**src/hw/rtl/lrupr_pkg.sv**
```systemverilog
// Package for the LRU page replacement block: field widths, reset values
// and a width helper. No dependencies.
package lrupr_pkg;

  // Width of the frames_in_use register and its value after reset.
  localparam int unsigned CfgW = 4;
  localparam logic [CfgW-1:0] CfgReset = 4'd8;

  // Fixed widths of the result fields.
  localparam int unsigned SlotW = 3;
  localparam int unsigned EvictW = 16;

  // Defaults for the top level parameters.
  localparam int unsigned FramesDef = 8;
  localparam int unsigned PageBitsDef = 16;

  // Bits needed to index n entries, never less than one.
  function automatic int unsigned idx_w(input int unsigned n);
    idx_w = (n > 1) ? $clog2(n) : 1;
  endfunction

endpackage

```
**src/hw/rtl/lrupr_lookup.sv**
```systemverilog
// Combinational frame search: hit detection, lowest empty frame and LRU victim.
// Depends on lrupr_pkg.
module lrupr_lookup #(
  parameter int unsigned FRAMES    = lrupr_pkg::FramesDef,
  parameter int unsigned PAGE_BITS = lrupr_pkg::PageBitsDef
) (
  input  logic [PAGE_BITS-1:0]                    page_i,
  input  logic [lrupr_pkg::CfgW-1:0]              cfg_frames_i,
  input  logic [PAGE_BITS-1:0]                    frame_page_i [FRAMES],
  input  logic [FRAMES-1:0]                       frame_valid_i,
  input  logic [lrupr_pkg::idx_w(FRAMES)-1:0]     frame_rank_i [FRAMES],
  output logic [FRAMES-1:0]                       active_o,
  output logic                                    hit_o,
  output logic [lrupr_pkg::idx_w(FRAMES)-1:0]     slot_o,
  output logic                                    slot_empty_o,
  output logic                                    evict_o,
  output logic [PAGE_BITS-1:0]                    evict_page_o
);
  import lrupr_pkg::*;

  localparam int unsigned IdxW = idx_w(FRAMES);

  logic [FRAMES-1:0] hit_vec;
  logic [FRAMES-1:0] empty_vec;
  logic [IdxW-1:0]   hit_idx;
  logic [IdxW-1:0]   empty_idx;
  logic [IdxW-1:0]   vic_idx;
  logic [IdxW-1:0]   vic_rank;
  logic              any_empty;

  // Frames taking part: a register value of zero still enables frame 0,
  // and values past the frame count cover all frames.
  always_comb begin
    for (int i = 0; i < FRAMES; i++) begin
      active_o[i]  = (i == 0) || (i < int'(cfg_frames_i));
      hit_vec[i]   = active_o[i] && frame_valid_i[i] && (frame_page_i[i] == page_i);
      empty_vec[i] = active_o[i] && !frame_valid_i[i];
    end
  end

  // Lowest matching frame and lowest empty frame.
  always_comb begin
    hit_idx   = '0;
    empty_idx = '0;
    for (int i = FRAMES - 1; i >= 0; i--) begin
      if (hit_vec[i]) begin
        hit_idx = IdxW'(i);
      end
      if (empty_vec[i]) begin
        empty_idx = IdxW'(i);
      end
    end
  end

  // Oldest participating frame; ties go to the lowest index.
  always_comb begin
    vic_idx  = '0;
    vic_rank = '0;
    for (int i = 0; i < FRAMES; i++) begin
      if (active_o[i] && (frame_rank_i[i] > vic_rank)) begin
        vic_rank = frame_rank_i[i];
        vic_idx  = IdxW'(i);
      end
    end
  end

  // Pick the slot: hit first, then an empty frame, then the victim.
  always_comb begin
    any_empty    = |empty_vec;
    hit_o        = |hit_vec;
    slot_empty_o = !hit_o && any_empty;
    evict_o      = !hit_o && !any_empty;
    if (hit_o) begin
      slot_o = hit_idx;
    end else if (any_empty) begin
      slot_o = empty_idx;
    end else begin
      slot_o = vic_idx;
    end
    evict_page_o = evict_o ? frame_page_i[vic_idx] : '0;
  end

endmodule

```
**src/hw/rtl/lrupr_frame_store.sv**
```systemverilog
// Frame registers (page, valid, recency rank) and their per-reference update.
// Depends on lrupr_pkg.
module lrupr_frame_store #(
  parameter int unsigned FRAMES    = lrupr_pkg::FramesDef,
  parameter int unsigned PAGE_BITS = lrupr_pkg::PageBitsDef
) (
  input  logic                                clk_i,
  input  logic                                rst_ni,
  input  logic                                upd_en_i,
  input  logic [PAGE_BITS-1:0]                upd_page_i,
  input  logic                                upd_last_i,
  input  logic [lrupr_pkg::idx_w(FRAMES)-1:0] upd_slot_i,
  input  logic                                upd_slot_empty_i,
  input  logic [FRAMES-1:0]                   active_i,
  output logic [PAGE_BITS-1:0]                frame_page_o [FRAMES],
  output logic [FRAMES-1:0]                   frame_valid_o,
  output logic [lrupr_pkg::idx_w(FRAMES)-1:0] frame_rank_o [FRAMES]
);
  import lrupr_pkg::*;

  localparam int unsigned IdxW = idx_w(FRAMES);
  localparam logic [IdxW-1:0] RankMax = IdxW'(FRAMES - 1);

  logic [PAGE_BITS-1:0] page_q  [FRAMES];
  logic [FRAMES-1:0]    valid_q;
  logic [FRAMES-1:0]    valid_d;
  logic [IdxW-1:0]      rank_q  [FRAMES];
  logic [IdxW-1:0]      rank_d  [FRAMES];
  logic [IdxW-1:0]      slot_rank;

  // Rank update: the touched frame becomes newest, younger valid frames
  // (all valid ones on an empty fill) that take part age by one and saturate
  // at the oldest rank. A closing reference empties every frame afterwards.
  always_comb begin
    valid_d   = valid_q;
    rank_d    = rank_q;
    slot_rank = rank_q[upd_slot_i];
    if (upd_en_i) begin
      for (int i = 0; i < FRAMES; i++) begin
        if (IdxW'(i) == upd_slot_i) begin
          rank_d[i]  = '0;
          valid_d[i] = 1'b1;
        end else if (active_i[i] && valid_q[i] &&
                     (upd_slot_empty_i || (rank_q[i] < slot_rank)) &&
                     (rank_q[i] != RankMax)) begin
          rank_d[i] = rank_q[i] + 1'b1;
        end
      end
      if (upd_last_i) begin
        valid_d = '0;
        for (int i = 0; i < FRAMES; i++) begin
          rank_d[i] = '0;
        end
      end
    end
  end

  // Valid bits and ranks.
  always_ff @(posedge clk_i or negedge rst_ni) begin
    if (!rst_ni) begin
      valid_q <= '0;
      for (int i = 0; i < FRAMES; i++) begin
        rank_q[i] <= '0;
      end
    end else begin
      valid_q <= valid_d;
      rank_q  <= rank_d;
    end
  end

  // Page numbers are only read behind a valid bit, so they need no reset.
  always_ff @(posedge clk_i) begin
    if (upd_en_i) begin
      page_q[upd_slot_i] <= upd_page_i;
    end
  end

  assign frame_page_o  = page_q;
  assign frame_valid_o = valid_q;
  assign frame_rank_o  = rank_q;

endmodule

```
**src/hw/rtl/lru_page_replacement_top.sv**
```systemverilog
// Top level of the fully associative LRU page replacement block: input
// register, configuration register, result register. Uses lrupr_pkg,
// lrupr_lookup and lrupr_frame_store.
//
//  Channel   Direction  Handshake                 Beat
//  request   in         start && !busy            page_number_i, last_in_sequence_i
//  result    out        done_o (one cycle)        hit_o, slot_o, evicted_valid_o,
//                                                 evicted_page_o
//  config    in         cfg_valid_i && cfg_ready_o cfg_data_i (frames_in_use)
//
// A request is registered at acceptance, looked up and applied to the frames
// in the next cycle, and its result is strobed in the cycle after that, with
// one request per cycle sustained. busy stays low, so a request may be started
// in every cycle; the frame compare and rank update fit between the input and
// result registers. The receiver cannot stall, so no result is ever held.
// Reset empties all frames and sets frames_in_use to 8.
module lru_page_replacement_top #(
  parameter int unsigned FRAMES    = lrupr_pkg::FramesDef,
  parameter int unsigned PAGE_BITS = lrupr_pkg::PageBitsDef
) (
  input  logic                            clk_i,
  input  logic                            rst_ni,
  input  logic                            start,
  output logic                            busy,
  input  logic [PAGE_BITS-1:0]            page_number_i,
  input  logic                            last_in_sequence_i,
  output logic                            done_o,
  output logic                            hit_o,
  output logic [lrupr_pkg::SlotW-1:0]     slot_o,
  output logic                            evicted_valid_o,
  output logic [lrupr_pkg::EvictW-1:0]    evicted_page_o,
  input  logic                            cfg_valid_i,
  output logic                            cfg_ready_o,
  input  logic [lrupr_pkg::CfgW-1:0]      cfg_data_i
);
  import lrupr_pkg::*;

  localparam int unsigned IdxW = idx_w(FRAMES);

  logic [CfgW-1:0]      cfg_frames_q;
  logic                 req_valid_q;
  logic [PAGE_BITS-1:0] req_page_q;
  logic                 req_last_q;

  logic [PAGE_BITS-1:0] frame_page  [FRAMES];
  logic [FRAMES-1:0]    frame_valid;
  logic [IdxW-1:0]      frame_rank  [FRAMES];
  logic [FRAMES-1:0]    active;
  logic                 lk_hit;
  logic [IdxW-1:0]      lk_slot;
  logic                 lk_slot_empty;
  logic                 lk_evict;
  logic [PAGE_BITS-1:0] lk_evict_page;

  logic                 done_q;
  logic                 hit_q;
  logic [SlotW-1:0]     slot_q;
  logic                 ev_valid_q;
  logic [EvictW-1:0]    ev_page_q;

  assign busy        = 1'b0;
  assign cfg_ready_o = 1'b1;

  // Configuration register.
  always_ff @(posedge clk_i or negedge rst_ni) begin
    if (!rst_ni) begin
      cfg_frames_q <= CfgReset;
    end else if (cfg_valid_i && cfg_ready_o) begin
      cfg_frames_q <= cfg_data_i;
    end
  end

  // Input register: one request beat per cycle.
  always_ff @(posedge clk_i or negedge rst_ni) begin
    if (!rst_ni) begin
      req_valid_q <= 1'b0;
    end else begin
      req_valid_q <= start && !busy;
    end
  end

  always_ff @(posedge clk_i) begin
    if (start && !busy) begin
      req_page_q <= page_number_i;
      req_last_q <= last_in_sequence_i;
    end
  end

  lrupr_lookup #(
    .FRAMES    (FRAMES),
    .PAGE_BITS (PAGE_BITS)
  ) u_lookup (
    .page_i        (req_page_q),
    .cfg_frames_i  (cfg_frames_q),
    .frame_page_i  (frame_page),
    .frame_valid_i (frame_valid),
    .frame_rank_i  (frame_rank),
    .active_o      (active),
    .hit_o         (lk_hit),
    .slot_o        (lk_slot),
    .slot_empty_o  (lk_slot_empty),
    .evict_o       (lk_evict),
    .evict_page_o  (lk_evict_page)
  );

  lrupr_frame_store #(
    .FRAMES    (FRAMES),
    .PAGE_BITS (PAGE_BITS)
  ) u_frame_store (
    .clk_i            (clk_i),
    .rst_ni           (rst_ni),
    .upd_en_i         (req_valid_q),
    .upd_page_i       (req_page_q),
    .upd_last_i       (req_last_q),
    .upd_slot_i       (lk_slot),
    .upd_slot_empty_i (lk_slot_empty),
    .active_i         (active),
    .frame_page_o     (frame_page),
    .frame_valid_o    (frame_valid),
    .frame_rank_o     (frame_rank)
  );

  // Result register and its strobe.
  always_ff @(posedge clk_i or negedge rst_ni) begin
    if (!rst_ni) begin
      done_q <= 1'b0;
    end else begin
      done_q <= req_valid_q;
    end
  end

  always_ff @(posedge clk_i) begin
    if (req_valid_q) begin
      hit_q      <= lk_hit;
      slot_q     <= SlotW'(lk_slot);
      ev_valid_q <= lk_evict;
      ev_page_q  <= EvictW'(lk_evict_page);
    end
  end

  assign done_o          = done_q;
  assign hit_o           = hit_q;
  assign slot_o          = slot_q;
  assign evicted_valid_o = ev_valid_q;
  assign evicted_page_o  = ev_page_q;

  // Every result beat comes from a request held in the cycle before.
  a_done_follows_req : assert property (@(posedge clk_i) disable iff (!rst_ni)
    done_q |-> $past(req_valid_q))
    else $error("result strobe without a registered request");

  // A hit never evicts.
  a_hit_no_evict : assert property (@(posedge clk_i) disable iff (!rst_ni)
    (done_o && hit_o) |-> !evicted_valid_o)
    else $error("eviction reported on a hit");

  // Without an eviction the evicted page reads as zero.
  a_evict_page_zero : assert property (@(posedge clk_i) disable iff (!rst_ni)
    (done_o && !evicted_valid_o) |-> (evicted_page_o == '0))
    else $error("evicted page nonzero without an eviction");

  // A closing reference leaves every frame empty.
  a_last_clears : assert property (@(posedge clk_i) disable iff (!rst_ni)
    (req_valid_q && req_last_q) |=> (frame_valid == '0))
    else $error("frames still valid after the last reference");

endmodule
```
**config.mk**
```make
export PLATFORM = sky130hd
export DESIGN_NAME = lru_page_replacement_top
export DESIGN_NICKNAME = d
export VERILOG_FILES = /design/src/hw/rtl/lrupr_pkg.sv /design/src/hw/rtl/lrupr_lookup.sv /design/src/hw/rtl/lrupr_frame_store.sv /design/src/hw/rtl/lru_page_replacement_top.sv
export SDC_FILE = /design/constraint.sdc
export NUM_CORES = 1
export LEC_CHECK = 0
export ABC_AREA = 1
export ABC_CLOCK_PERIOD_IN_PS = 13200
export BUFFER_PORTS_ARGS = -buffer_cell sky130_fd_sc_hd__buf_2
export CAP_MARGIN = 30
export CORE_ASPECT_RATIO = 0.5
export CORE_MARGIN = 1
export CORE_UTILIZATION = 55
export CTS_BUF_LIST = sky130_fd_sc_hd__clkbuf_4
export DETAILED_ROUTE_END_ITERATION = 12
export GPL_TIMING_DRIVEN = 0
export PLACE_DENSITY_LB_ADDON = 0.08
export SLEW_MARGIN = 20
export SYNTH_ARGS = -nofsm -noshare
export SYNTH_HDL_FRONTEND = slang
export SYNTH_SLANG_ARGS = --single-unit
```
**constraint.sdc**
```tcl
create_clock -name clk_i -period 13.2 [get_ports clk_i]
set_input_delay 1.32 -clock clk_i [delete_from_list [all_inputs] [get_ports clk_i]]
set_output_delay 1.32 -clock clk_i [all_outputs]
set_load 0.03 [all_outputs]
```
==> run summary, run 1 <==
The run finished with clean final reports. Among all stages on the critical path, the largest delay is contributed by sky130_fd_sc_hd__a2111oi_0. The total CTS buffers came out at 47. The headroom to the max-slew limit is 0.340.

The cell area after synthesis came out at 0.0117 mm². The number of buffers inserted by hold repair at cts came out at 0. The category of cells accounting for the largest share of critical-path delay is simple AND/OR/NAND/NOR gates. During I/O placement, the number of pins put on the boundary was 49. The post-route clock skew came out at 54.6 ps.

The routed wire length per instance came out at 24.2 µm. For the worst setup path, the data required time is 13720 ps. Across all setup checks in the final design, the least slack found is 2010 ps. The count of synthesis-stage warnings from yosys is 0. The clock drives 204 sinks. The critical path depth is 65.

The critical register-to-register path endpoint is u_frame_store.frame_rank_o[17]. The netlist uses 52 different library cells. The minimum clock period came out at 11190 ps. The most critical setup path has its startpoint at u_frame_store.frame_rank_o[21]. The highest attainable clock frequency is 89.4 MHz.

The total number of placement rows came out at 37. The number of antenna violations at the first check in global routing came out at 0. The type of the worst min-delay path is flop to flop. The measured slew at the worst slew-check pin is 990 ps.

The region available for standard cell placement spans 0.0207 mm². The maximum cell stage delay along the critical path is 460 ps. The flop and latch count out of synthesis is 204. The final layout contains 1431 nets. The synthesized net count is 1331. The worst-case setup slack after placement is 2230 ps. The startpoint of the worst-slack reg-to-reg timing path is u_frame_store.frame_rank_o[21]. The number of I/O port buffers came out at 46.

The via count of the first global-routing pass came out at 9631. The count of antenna diodes in the layout came out at 0. For this block, the routed nets add up to 40.6 mm of wire.

Setup repair after global routing left no endpoint under its margin. The endpoint kind of the worst setup timing path is a flop. Along the worst path, the maximum fanout reaches 9. The worst hold path startpoint is u_frame_store.frame_valid_o[2].

The most frequently used flop master after synthesis is sky130_fd_sc_hd__edfxtp_1. The total track usage came out at 0.376. The critical path contains buffers and inverters numbering 7 combined. The first TritonRoute pass finished after 5 iterations.

The largest net degree at the start of global routing came out at 39. The final cell area excluding filler cells came out at 0.0131 mm². The post-place instance area is 0.0124 mm². The final route contains 10.3k vias.

The growth of design area from synthesis to finish came out at 11.5%. The number of gates resized after CTS is 0. The final weighted congestion in routability-driven placement is 1.01.

The kind of start point of the critical path is a flop. TritonCTS built the clock tree. The detailed placement HPWL is 28.9 mm. The number of nets with antenna violations after routing is 0. The share of the cycle needed by the critical path after routing is 0.848.

The reg-to-reg setup timing slack came out at 2010 ps. The initial cell density of the core is 0.566. The die extent in y came out at 105 µm.

The overall overflow remaining after global route came out at 0. The largest total area in the synthesized netlist belongs to sky130_fd_sc_hd__edfxtp_1. The post-detailed-route DRC marker count came out at 0. The number of DRC markers in iteration 0 is 1469. The number of cells on the worst reg-to-reg path is 65.

The critical path in this run is classified as flop to flop. The first-pass GRT wire length is 59.6 mm. The count of endpoints failing hold in the final timing report is 0. The die covers 0.0220 mm².

Using the TritonRoute via totals, the vias-per-cell ratio works out to 6.16. The cell sitting at the root of the clock tree is a sky130_fd_sc_hd__clkbuf_4. The final total negative setup slack is 0 ps.

The max-capacitance violation count is 0. The number of H-tree levels is 2. The post-synthesis cell count is 1268. The number of slew-limit violations in the final report was 0. The ratio of cells with drive above 1 in the final layout is 0.160. The setup violation total in the final timing report is 0. In this run the post-CTS setup repair buffer count came out at 0. Measured along the x axis, the die boundary spans 209 µm.

The clock-pin transition on the worst setup and hold timing paths is 80 ps. The maximum clock path buffer count is 3. Yosys attributes the largest share of cell area to sky130_fd_sc_hd__edfxtp_1, sky130_fd_sc_hd__dfrtp_1, sky130_fd_sc_hd__nand2_1. A synthesized cell averages 9.25 µm². For this run, asynchronously set or reset flops after synthesis account for 0.186. At the later pin of the worst-skew pair, clock insertion delay measures 680 ps.

At the worst endpoint, the arrival time is 11710 ps. For this run, the register share of the synthesized area comes to 0.506. The number of flops mapped to enable cells by yosys is 166. The end point of the critical path is u_frame_store.frame_rank_o[17]. The share of synthesized area in the top cell type comes to 0.425.
layout by cell type, fill, tap and decap left out, types with 3 or more instances in the layout:
cell	n
sky130_fd_sc_hd__nor3b_1	4
sky130_fd_sc_hd__o21ai_0	63
sky130_fd_sc_hd__buf_1	3
sky130_fd_sc_hd__nand2_4	9
sky130_fd_sc_hd__o32ai_1	13
sky130_fd_sc_hd__o211ai_1	18
sky130_fd_sc_hd__o22ai_1	23
sky130_fd_sc_hd__nor2_1	150
sky130_fd_sc_hd__nand2_8	3
sky130_fd_sc_hd__ha_1	38
sky130_fd_sc_hd__a2111oi_0	3
sky130_fd_sc_hd__o21a_1	11
sky130_fd_sc_hd__nand3_1	96
sky130_fd_sc_hd__xnor2_1	11
sky130_fd_sc_hd__nand3_2	7
sky130_fd_sc_hd__a221oi_1	6
sky130_fd_sc_hd__bufinv_16	3
sky130_fd_sc_hd__buf_4	3
sky130_fd_sc_hd__o2111ai_1	4
sky130_fd_sc_hd__nand2_1	223
sky130_fd_sc_hd__nor4_1	15
sky130_fd_sc_hd__dfrtp_1	37
sky130_fd_sc_hd__edfxtp_1	166
sky130_fd_sc_hd__clkbuf_4	67
sky130_fd_sc_hd__nand4_1	9
sky130_fd_sc_hd__inv_2	11
sky130_fd_sc_hd__nor3_1	16
sky130_fd_sc_hd__buf_2	64
sky130_fd_sc_hd__nor2_4	10
sky130_fd_sc_hd__inv_1	119
sky130_fd_sc_hd__clkinv_1	11
sky130_fd_sc_hd__xor2_1	63
sky130_fd_sc_hd__nand2_2	29
sky130_fd_sc_hd__a211oi_1	4
sky130_fd_sc_hd__o31ai_1	19
sky130_fd_sc_hd__clkbuf_1	26
sky130_fd_sc_hd__nand3_4	3
sky130_fd_sc_hd__a21oi_1	14
kinds of logic after synthesis:
family                   synth area share
adder cells (fa/ha/maj)            0.0405
buffers and inverters              0.0623
AO/OA/AOI/OAI                       0.104
multiplexers                     0.000960
flip-flops                          0.506
AND/OR/NAND/NOR                     0.230
other                            0.000640
XOR/XNOR                           0.0552
sequential cells by signal, indices dropped and copies added, names as in the netlist:
register and count:
cfg_frames_q 4, done_o 1, evicted_page_o 16, evicted_valid_o 1, hit_o 1, req_last_q 1, req_page_q 16, req_valid_q 1
slot_o 3, u_frame_store.frame_page_o 128, u_frame_store.frame_rank_o 24, u_frame_store.frame_valid_o 8
stage by stage:
step | hold WS, ps | utilization | instances
6_report | 525 | 0.630 | 1673
2_1_floorplan | 486 | - | 1268
4_1_cts | 524 | 0.629 | 1672
3_5_place_dp | 507 | 0.598 | 1591
5_1_grt | 545 | 0.630 | 1673
3_3_place_gp | 500 | 0.593 | 1587
per-layer routing:
metal / share of wire / global-route usage / routed length, µm / up-vias
met3: 0.13 / 0.101 / 5440 / 113
li1: - / - / - / 4595
met2: 0.41 / 0.547 / 16800 / 713
met1: 0.42 / 0.544 / 17000 / 4891
met5: 0 / 0 / 0 / -
met4: 0.033 / 0.126 / 1350 / 0
Yosys cell counts (3+ instances only):
| library cell | number |
|---|---|
| sky130_fd_sc_hd__o21a_1 | 11 |
| sky130_fd_sc_hd__xnor2_1 | 11 |
| sky130_fd_sc_hd__xor2_1 | 63 |
| sky130_fd_sc_hd__clkbuf_1 | 26 |
| sky130_fd_sc_hd__o22ai_1 | 23 |
| sky130_fd_sc_hd__nor4_1 | 15 |
| sky130_fd_sc_hd__nand4_1 | 9 |
| sky130_fd_sc_hd__o2111ai_1 | 4 |
| sky130_fd_sc_hd__o31ai_1 | 19 |
| sky130_fd_sc_hd__o21ai_0 | 63 |
| sky130_fd_sc_hd__edfxtp_1 | 166 |
| sky130_fd_sc_hd__inv_1 | 119 |
| sky130_fd_sc_hd__o211ai_1 | 18 |
| sky130_fd_sc_hd__a21oi_1 | 14 |
| sky130_fd_sc_hd__nand2_2 | 29 |
| sky130_fd_sc_hd__a221oi_1 | 6 |
| sky130_fd_sc_hd__a211oi_1 | 4 |
| sky130_fd_sc_hd__nor3_1 | 16 |
| sky130_fd_sc_hd__nand3_1 | 96 |
| sky130_fd_sc_hd__nand3_4 | 3 |
| sky130_fd_sc_hd__nor2_1 | 158 |
| sky130_fd_sc_hd__o32ai_1 | 13 |
| sky130_fd_sc_hd__a2111oi_0 | 3 |
| sky130_fd_sc_hd__a31oi_1 | 3 |
| sky130_fd_sc_hd__nor3b_1 | 4 |
| sky130_fd_sc_hd__ha_1 | 38 |
| sky130_fd_sc_hd__nand2_8 | 3 |
| sky130_fd_sc_hd__nand3_2 | 7 |
| sky130_fd_sc_hd__buf_2 | 17 |
| sky130_fd_sc_hd__inv_2 | 11 |
| sky130_fd_sc_hd__buf_1 | 3 |
| sky130_fd_sc_hd__nand2_1 | 223 |
| sky130_fd_sc_hd__dfrtp_1 | 37 |
| sky130_fd_sc_hd__nand2_4 | 9 |
worst register-to-register path, delay by kind of cell (launching register included):
kind / cells / cell delay [ps]
AO/OA/AOI/OAI: 15 / 3380
AND/OR/NAND/NOR: 34 / 3710
adder cells (fa/ha/maj): 9 / 2690
flip-flops: 1 / 410
buffers and inverters: 7 / 890
layout make-up:
| class | count | area [µm²] |
|---|---|---|
| inverters | 133 | 502 |
| well taps | 273 | 342 |
| multi-input cells | 882 | 5130 |
| repair buffers | 51 | 300 |
| flip-flops and latches | 204 | 5940 |
| fillers | 1785 | 7660 |
| clock inverters | 14 | 134 |
| plain buffers | 49 | 229 |
| clock buffers | 67 | 503 |
worst min-delay path by stage:
stage,end,slack [ps],cells after the start
after CTS,u_frame_store.frame_valid_o[2],520,1
final,u_frame_store.frame_valid_o[2],520,1
after global placement,u_frame_store.frame_valid_o[2],500,1
after global routing,u_frame_store.frame_valid_o[7],550,1
after floorplan,u_frame_store.frame_valid_o[1],490,1
after detailed placement,u_frame_store.frame_valid_o[2],510,1
Power of run 1 is left out: the tool's default activity adds up to more than one toggle a clock period on the data nets, which glitch-free logic cannot reach.
==> run 2, diff against run 1 <==
Settings changed: ABC_CLOCK_PERIOD_IN_PS 13200 to 11000.
Clock period 13.2 ns to 11 ns, I/O delays scaled along.
==> run 2 against run 1 <==
Utilization up 0.31 points. Clock-buffer cell count unchanged. Clock skew up 4.7 ps. Cell area up 0.50%. Global-route usage about the same. Die area unchanged. First-iteration DRC count up 7.5%. Maximum frequency up 9.9%. Sequential cell count unchanged. Critical path type unchanged. Critical endpoint unchanged. Highest routed layer unchanged.
==> run summary, run 2 (synthesis gave the netlist of run 1 again) <==
The growth of design area from synthesis to finish came to 12.0% (was 11.5%). The endpoint kind of the worst setup timing path is a flop (unchanged). The final weighted congestion in routability-driven placement is 1.01 (unchanged). The number of cells on the worst reg-to-reg path came to 69 (was 65). The clock-pin transition on the worst setup and hold timing paths is 80 ps (about the same). The total CTS buffers is 47 (unchanged).

The endpoint arrival time on the critical path is 10710 ps (was 11710 ps). The share of the cycle needed by the critical path after routing came out at 0.926 (was 0.848). The core region area is 0.0207 mm² (unchanged). The number of buffers and inverters on the critical path is 8 (was 7). The ratio of cells with drive above 1 in the final layout is 0.165 (was 0.160).

The post-route clock skew is 59.3 ps (was 54.6 ps). The largest net degree at the start of global routing is 39 (unchanged). Outcome: completed (unchanged).

The number of top-level pins came out at 49 (unchanged). The total number of placement rows is 37 (unchanged). The max-capacitance violation count was 0 (unchanged). The number of DRC markers in iteration 0 is 1579 (was 1469).

The clock latency on the worst-skew pair is 690 ps (was 680 ps). The worst-case setup slack after placement came to 27.8 ps (was 2230 ps). The full die area is 0.0220 mm² (unchanged).

The post-route worst setup slack came out at 815 ps (was 2010 ps). The worst hold margin came out at 360 ps (was 525 ps). The measured slew at the worst slew-check pin is 1020 ps (was 990 ps). The detailed-router iteration count before antenna repair is 6 (was 5). The number of antenna violations at the first check in global routing is 0 (unchanged). RSZ-0062 raised after global routing: false (unchanged). The count of antenna diodes in the layout is 0 (unchanged). The overall overflow remaining after global route was 0 (unchanged). The minimum clock period is 10190 ps (was 11190 ps). The number of slew-limit violations in the final report came to 0 (unchanged). The via density per instance is 6.15 (was 6.16).

The number of clock sinks is 204 (unchanged). The peak fanout along the critical path is 10 (was 9). The total vias in the final route is 10.3k (about the same). The cell at the root of the clock tree is sky130_fd_sc_hd__clkbuf_4 (unchanged). The initial cell density of the core came out at 0.566 (unchanged).

The die extent in y is 105 µm (unchanged). The first-pass GRT wire length is 59.7 mm (was 59.6 mm). The category of cells accounting for the largest share of critical-path delay is simple AND/OR/NAND/NOR gates (unchanged). The CTS tree is built (unchanged).

The critical path depth came out at 69 (was 65). The setup violation total in the final timing report is 0 (unchanged). Leading cell types in the layout, fill and taps excluded: sky130_fd_sc_hd__nand2_1, sky130_fd_sc_hd__edfxtp_1, sky130_fd_sc_hd__nor2_1, sky130_fd_sc_hd__inv_1, sky130_fd_sc_hd__nand3_1 (unchanged). The via count of the first global-routing pass came to 9626 (was 9631). The highest attainable clock frequency came out at 98.2 MHz (was 89.4 MHz). The number of nets with antenna violations after routing came out at 0 (unchanged).

The flip-flop count of the largest register, all copies and words added is 128 (unchanged). The worst-path cell with the longest stage delay is sky130_fd_sc_hd__dfrtp_1 (was sky130_fd_sc_hd__a2111oi_0). The worst setup path category is flop to flop (unchanged). The number of H-tree levels came to 2 (unchanged). The routed wire length per instance is 24.3 µm (was 24.2 µm).

The cell that appears most often on the critical path is sky130_fd_sc_hd__nand2_1. The required time of the worst setup path came out at 11530 ps (was 13720 ps). The detailed placement HPWL is 28.9 mm (unchanged). The post-detailed-route DRC marker count came to 0 (unchanged). The maximum clock path buffer count is 3 (unchanged). The type of the worst min-delay path is input port to async pin (was flop to flop). The total length of routed wires was 40.8 mm (was 40.6 mm). The core utilization of the finished layout is 0.634 (was 0.630). The maximum cell stage delay along the critical path came out at 410 ps (was 460 ps).

The kind of start point of the critical path is a flop (unchanged). The number of I/O port buffers is 46 (unchanged). The headroom to the max-slew limit was 0.322 (was 0.340).

The leading cell type in the layout, fill and taps excluded was sky130_fd_sc_hd__nand2_1 (unchanged). The number of filler instances in the final layout is 1780 (was 1785). The final net count came out at 1433 (was 1431). The count of endpoints failing hold in the final timing report came to 0 (unchanged). The die width is 209 µm (unchanged).

The total track usage came to 0.376 (about the same).
[run 2: timing repair]
action                                  4_1_cts  5_1_grt
buffers inserted                              0        2
endpoints found under the setup margin       12      161
pin swaps                                     0        1
gates resized for setup                       2       11
hold buffers                                  0        0
[run 2: worst paths after layout]
path | endpoint | slack, ps | from
setup / recovery | u_frame_store.frame_rank_o[17] | 810 | u_frame_store.frame_rank_o[21]
hold / removal | u_frame_store.frame_valid_o[5] | 360 | rst_ni
setup reg to reg | u_frame_store.frame_rank_o[17] | 810 | u_frame_store.frame_rank_o[21]
hold reg to reg | u_frame_store.frame_valid_o[3] | 520 | u_frame_store.frame_valid_o[3]
max in group asynchronous | u_frame_store.frame_rank_o[15] | 10120 | rst_ni
min in group clk_i | u_frame_store.frame_valid_o[3] | 520 | u_frame_store.frame_valid_o[3]
[run 2: area by class of cell]
cell class	count	area, µm²	share of cell area
tap	273	342	0.0260
buffer	49	229	0.0174
inverter	133	502	0.0382
clock inverter	14	134	0.0102
multi-input combinational	882	5180	0.394
clock buffer	67	503	0.0383
timing repair buffer	53	315	0.0240
sequential	204	5940	0.452
[run 2: worst register-to-register path, delay by kind of cell (launching register included)]
| kind | cells | cell delay [ps] |
|---|---|---|
| compound gates | 16 | 2720 |
| fa+ha+maj | 9 | 2530 |
| simple gates | 36 | 3650 |
| buf+inv | 8 | 730 |
| flops | 1 | 410 |
[run 2: layer usage]
metal | routed length [µm] | vias up | track usage
met2 | 17000 | 724 | 0.547
met1 | 16700 | 4882 | 0.545
met5 | 0 | - | 0
li1 | - | 4598 | -
met4 | 1190 | 0 | 0.126
met3 | 5810 | 90 | 0.100
[run 2: stage by stage]
step	std cells	cell area (µm²)	TNS [ps]
6_report	1675	13100	0
5_1_grt	1675	13100	0
4_1_cts	1672	13100	0
3_5_place_dp	1591	12400	0
3_3_place_gp	1587	12300	-9980
2_1_floorplan	1268	11700	0
Power of run 2 is left out for the same reason.
